--- src/sv/llrq_pkg.sv ---
// Shared types and constants for the landmark-label reachability query block.
// No dependencies; the other files that use it refer to this package by scoped names.
package llrq_pkg;

	localparam int COMP_W  = 10;
	localparam int LABEL_W = 10;
	localparam int OP_W    = 2;

	localparam int VERTEX_COUNT_DEF = 1024;
	localparam int MAX_LABELS_DEF   = 64;

	typedef enum logic [OP_W-1:0] {
		OP_APPEND_OUT = 2'd0,
		OP_APPEND_IN  = 2'd1,
		OP_QUERY      = 2'd2
	} op_t;

	typedef enum logic [2:0] {
		ST_CLEAR,
		ST_IDLE,
		ST_COUNT,
		ST_WALK,
		ST_RESULT
	} state_t;

	// controller -> datapath
	typedef struct packed {
		logic clr_step;
		logic capture;
		logic append_wr;
		logic walk_start;
		logic walk_step;
		logic res_load;
		logic res_reach;
		logic res_status;
		logic out_load;
	} dp_cmd_t;

	// datapath -> controller
	typedef struct packed {
		logic clr_last;
		op_t  op;
		logic src_ok;
		logic dst_ok;
		logic comp_eq;
		logic comp_lt;
		logic list_full;
		logic walk_end;
		logic walk_hit;
	} dp_stat_t;

endpackage

--- src/sv/llrq_ctrl.sv ---
// Controller FSM: count-clear sweep, append handling, merge-walk sequencing
// and output register valid. Depends on llrq_pkg.
module llrq_ctrl (
	input  logic               clk,
	input  logic               arst_n,
	input  logic               req_valid,
	output logic               req_ready,
	output logic               rsp_valid,
	input  logic               rsp_ready,
	input  llrq_pkg::dp_stat_t stat,
	output llrq_pkg::dp_cmd_t  cmd
);

	llrq_pkg::state_t state_q, state_d;
	logic out_valid_q;
	logic out_free;
	logic query_trivial;

	assign out_free      = !out_valid_q || rsp_ready;
	assign query_trivial = stat.comp_eq || stat.comp_lt || !stat.src_ok || !stat.dst_ok;

	always_ff @(posedge clk or negedge arst_n) begin
		if (!arst_n) begin
			state_q     <= llrq_pkg::ST_CLEAR;
			out_valid_q <= 1'b0;
		end else begin
			state_q <= state_d;
			if (cmd.out_load) begin
				out_valid_q <= 1'b1;
			end else if (rsp_ready) begin
				out_valid_q <= 1'b0;
			end
		end
	end

	always_comb begin
		state_d = state_q;
		case (state_q)
			llrq_pkg::ST_CLEAR: begin
				if (stat.clr_last) state_d = llrq_pkg::ST_IDLE;
			end
			llrq_pkg::ST_IDLE: begin
				if (req_valid) state_d = llrq_pkg::ST_COUNT;
			end
			llrq_pkg::ST_COUNT: begin
				case (stat.op)
					llrq_pkg::OP_QUERY: begin
						state_d = query_trivial ? llrq_pkg::ST_RESULT : llrq_pkg::ST_WALK;
					end
					default: state_d = llrq_pkg::ST_RESULT;
				endcase
			end
			llrq_pkg::ST_WALK: begin
				if (stat.walk_end || stat.walk_hit) state_d = llrq_pkg::ST_RESULT;
			end
			llrq_pkg::ST_RESULT: begin
				if (out_free) state_d = llrq_pkg::ST_IDLE;
			end
			default: state_d = llrq_pkg::ST_CLEAR;
		endcase
	end

	always_comb begin
		cmd       = '0;
		req_ready = 1'b0;
		case (state_q)
			llrq_pkg::ST_CLEAR: begin
				cmd.clr_step = 1'b1;
			end
			llrq_pkg::ST_IDLE: begin
				req_ready   = 1'b1;
				cmd.capture = req_valid;
			end
			llrq_pkg::ST_COUNT: begin
				case (stat.op)
					llrq_pkg::OP_APPEND_OUT, llrq_pkg::OP_APPEND_IN: begin
						cmd.append_wr  = stat.src_ok && !stat.list_full;
						cmd.res_load   = 1'b1;
						cmd.res_status = stat.src_ok && stat.list_full;
					end
					llrq_pkg::OP_QUERY: begin
						cmd.res_load   = query_trivial;
						cmd.res_reach  = stat.comp_eq;
						cmd.walk_start = !query_trivial;
					end
					default: begin
						cmd.res_load = 1'b1;
					end
				endcase
			end
			llrq_pkg::ST_WALK: begin
				cmd.walk_step = !(stat.walk_end || stat.walk_hit);
				cmd.res_load  = stat.walk_end || stat.walk_hit;
				cmd.res_reach = stat.walk_hit;
			end
			llrq_pkg::ST_RESULT: begin
				cmd.out_load = out_free;
			end
			default: begin
				cmd = '0;
			end
		endcase
	end

	assign rsp_valid = out_valid_q;

endmodule

--- config.mk ---
export PLATFORM = sky130hd
export DESIGN_NAME = llrq_ctrl
export DESIGN_NICKNAME = d
export VERILOG_FILES = /design/src/sv/llrq_pkg.sv /design/src/sv/llrq_ctrl.sv
export SDC_FILE = /design/constraint.sdc
export NUM_CORES = 1
export LEC_CHECK = 0
export ABC_AREA = 1
export BUFFER_PORTS_ARGS = -buffer_cell sky130_fd_sc_hd__buf_2
export CAP_MARGIN = 20
export CORE_MARGIN = 2
export CORE_UTILIZATION = 25
export CTS_BUF_LIST = sky130_fd_sc_hd__clkbuf_16
export CTS_CLUSTER_SIZE = 8
export DETAILED_ROUTE_END_ITERATION = 8
export GPL_TIMING_DRIVEN = 0
export HOLD_SLACK_MARGIN = 0.12
export PLACE_DENSITY = 0.5
export SYNTH_ARGS = -nofsm -noshare
export SYNTH_HDL_FRONTEND = slang
export SYNTH_SLANG_ARGS = --single-unit
--- constraint.sdc ---
create_clock -name clk -period 1.17 [get_ports clk]
set_input_delay 0.1755 -clock clk [delete_from_list [all_inputs] [get_ports clk]]
set_output_delay 0.1755 -clock clk [all_outputs]
set_load 0.05 [all_outputs]
After elaboration in Yosys (flattened, before gate mapping)
Cells that the tools add are included.
Word-level totals
  bits in registers: 4
  bits in latches: 0
  RAM bits: 0
  memory bits (read-only): 0
  output and inout port bits: 11
  logic and storage cells: 52
  memories kept: 0
Cells by class
  add/sub/neg operators: 0
  multipliers: 0
  divide/modulo/power cells: 0
  magnitude comparators: 0
  equal/unequal tests: 10
  shift-type cells: 0
  mux-type cells: 22
  bitwise operators: 0
  reductions and logical operators: 18
Operator list (number)
  3-bit two-way mux: 6
  3-bit one-hot mux with 5 select lines: 1
  1-bit two-way mux: 13
  2-bit inequality test (second input constant): 4
  3-bit by 2-bit == test with 1-bit output (second input constant): 2
  1-bit zero test: 6
  1-bit logical OR: 5
  2-bit one-hot mux with 2 select lines: 1
  4-bit AND reduction: 1
  3-bit by 1-bit == test with 1-bit output (second input constant): 1
  3-bit == test (second input constant): 1
  3-bit zero test: 1
  2-bit by 1-bit == test with 1-bit output (second input constant): 1
  2-bit == test (second input constant): 1
  1-bit logical AND: 2
  2-bit zero test: 1
  2-bit two-way mux: 1
  2-bit nonzero test: 1
  2-bit OR reduction: 1

Longest topological paths before layout
  word-level depth: 6
  mapped depth: 7

Least setup slack after synthesis
No wires, ideal clock.
  kind: register to output
  from: reg state_q[2]
  to: out cmd[6] (netlist name)
  data arrival time: 2.043 ns
  data required time: 0.995 ns
  slack: -1.049 ns
  stages on the path, launching flop included: 4
  path buffers: 0
  path through: dfrtp_1 -> inv_2 -> nand2_2 -> nor4_1
RTL lines
  start, declared: line llrq_ctrl.sv:14  | llrq_pkg::state_t state_q, state_d;
  start signal, assigned: line llrq_ctrl.sv:24  | state_q <= llrq_pkg::ST_CLEAR;
  start signal, assigned: line llrq_ctrl.sv:27  | state_q <= state_d;
  end, declared: line llrq_ctrl.sv:11  | output llrq_pkg::dp_cmd_t cmd

==> out/qor.txt <==
Die X: 41.6 µm
Levels on crit path: 6
Period utilization: 125%
Placed cell count: 101
CP peak stage delay: 0.42 ns
Gp weighted congestion: 0.775
CP Capture Type: output pin
CTS H-tree lvls: 1
Main combinational cell family by area after synthesis: simple AND/OR/NAND/NOR gates
Post-synthesis compound-gate area fraction: 4.24%
Worst slew pin tran: 0.382 ns
Initial drt markers: 2
Avg WL per Cell: 9.06 µm
Global-route wire length before repair: 1800 µm
Hold Crit Class: in2reg
Layout cells sized above 1: 63.9%
Max Freq: 0.681 GHz
Min-Delay Path Depth: 2
Max Cap Violations: 0
RSZ-0062 raised after global routing: yes
Synth Area in Adders: 0%
Port Buf Inserts: 24
Vias: 486
Syn_area_per_cell: 5.71 µm²
Lkg Pwr: 0.421 nW
Sequential element share of the synthesized area: 28.3%
Post-layout net count: 112
Maximum vdd drop: 1.67 mV
CTS buffer count: 3
Clock Path Buffers: 2
Clock sink count: 4
Post-Layout Cell Count: 112
Slew Viols, Final: 0
Power Density: 2750 nW/µm²
Final Skew: 0.0000759 ns
Post-Syn Instances: 62
Tmin final: 1.47 ns
Reg2reg path depth: 8
Post-Synth XOR/XNOR Area: 0%
Initial Util: 26.9%
Status: finished with violations
Mux share of post-synthesis cell area: 0%
Fin. Hold Viols: 0
Buf+Inv Stages, Crit Path: 3
Area Growth Syn to Fin: 128%
Core Rows: 13
Clk slew on worst S/H paths: 0.03 ns
Critical-path maximum fanout: 4
Synth area leaders: dfrtp_1 (28%), nand2_1 (19%), inv_1 (12%), nor2_1 (11%), nand2_2 (7.1%)
Antenna Nets Post-Route: 0
Unique masters post-synth: 11
GR Util All Layers: 13.0%
Synth Warn #: 0
Most common cell after layout, fill and taps aside: buf_2
Most frequent cells in the layout: buf_2 (14), nand2_1 (12), inv_1 (10)
Vias in the first global route: 460
Clk Latency, worst-skew pair: 0.22 ns
Crit-path cells: inv_2, nand2_4, nor2_4, nand3_4, clkinvlp_4, buf_8
Cell Area, Synth: 354 µm²
Critical path class: reg2out
Tot Pwr: 2.22 mW
Initial antenna violation count: 0
Crit path max-delay cell type: dfrtp_2
WL final: 1020 µm
Boundary Pins: 25
DP HPWL: 747 µm
TritonCTS clock tree: built
N_diodes: 0
DIE AREA: 1730 µm²
Remaining Overflow, GRT: 0
Worst Setup Slack, final: -0.298 ns
Simple-gate portion of the synthesized area: 53.7%
First-pass DRT Iterations: 4
WP data arrival: 1.29 ns
Setup_tns: -2.63 ns
Worst setup SP type: flip-flop
# DRC: 0
Slew HR: 74.4%
Failing checks: negative setup slack
Top cell family by delay on the critical path: flip-flops
Yosys reg bits: 4
Root Buffer: clkbuf_16
Largest net degree at the start of global routing: 7
Core area: 1320 µm²
Yosys top cell area share: 28.3%
Hold Slack: 0.146 ns
Die span in y: 41.6 µm
Pre-CTS setup slack: -0.300 ns
Synth Net Count: 76
Area leader, netlist: dfrtp_1
Via/cell ratio: 4.34
Worst EP required: 0.99 ns
Setup violators final: 12
==> per-stage QoR <==
| step | utilization, % | cell area [µm²] |
|---|---|---|
| CTS | 60.4 | 796 |
| finish | 61.3 | 807 |
| detailed placement | 41.6 | 548 |
| global route | 61.3 | 807 |
| global placement | 41.6 | 548 |
| floorplan | - | 409 |
==> kinds of logic (layout without fill, tap and decap cells) <==
family / after synthesis / count (layout)
flip-flops: 4 / 4
AO/OA/AOI/OAI: 3 / 3
AND/OR/NAND/NOR: 42 / 42
buffers and inverters: 13 / 48
==> report_power, final <==
part	internal [mW]	total, mW	switching [mW]
registers	0.213	0.307	0.0945
clock network	0.441	0.537	0.0960
logic	0.525	1.38	0.851
==> layout make-up <==
class,count,area (µm²)
fill,129,510
multi-input combinational,45,295
timing repair buffer,31,256
sequential,4,105
clock buffer,3,75.1
inverter,13,52.6
tap,15,18.8
clock inverter,1,3.75
==> cells in the mapped netlist <==
| cell type | n |
|---|---|
| nand3_2 | 1 |
| o21ai_1 | 3 |
| nand3_1 | 5 |
| nor2_1 | 10 |
| inv_2 | 2 |
| nand2_1 | 18 |
| nand2_2 | 4 |
| dfrtp_1 | 4 |
| nor2_2 | 3 |
| nor4_1 | 1 |
| inv_1 | 11 |
==> layer usage <==
layer / wire length (µm) / vias to the layer above / track usage [%]
met5: 0 / - / 0
met4: 0 / 0 / 5.81
met3: 62 / 0 / 2.17
met2: 565 / 15 / 24.4
met1: 387 / 214 / 13.8
li1: - / 257 / -
==> repair_timing <==
item | in CTS | in global routing
hold buffers | 1 | 0
pin swaps | 4 | 2
setup buffers | 5 | 1
endpoints found under the hold margin | 4 | 0
resized for setup | 38 | 1
setup endpoints to repair | 12 | 13
==> sequential cells by signal, summed over array words and instances (netlist names) <==
signal,flops
rsp_valid,1
state_q,3
==> worst paths after layout <==
kind	startpoint	end	slack, ns
max	state_q[2]$_DFFE_PN0P_	cmd[5]	-0.30
min	rsp_ready	rsp_valid$_DFFE_PN0P_	0.15
max reg2reg	state_q[2]$_DFFE_PN0P_	state_q[1]$_DFFE_PN0P_	-0.05
min reg2reg	rsp_valid$_DFFE_PN0P_	rsp_valid$_DFFE_PN0P_	0.54
max in group asynchronous	arst_n	state_q[1]$_DFFE_PN0P_	0.77
min in group asynchronous	arst_n	state_q[2]$_DFFE_PN0P_	0.28
(Power assumes the default switching activity.)
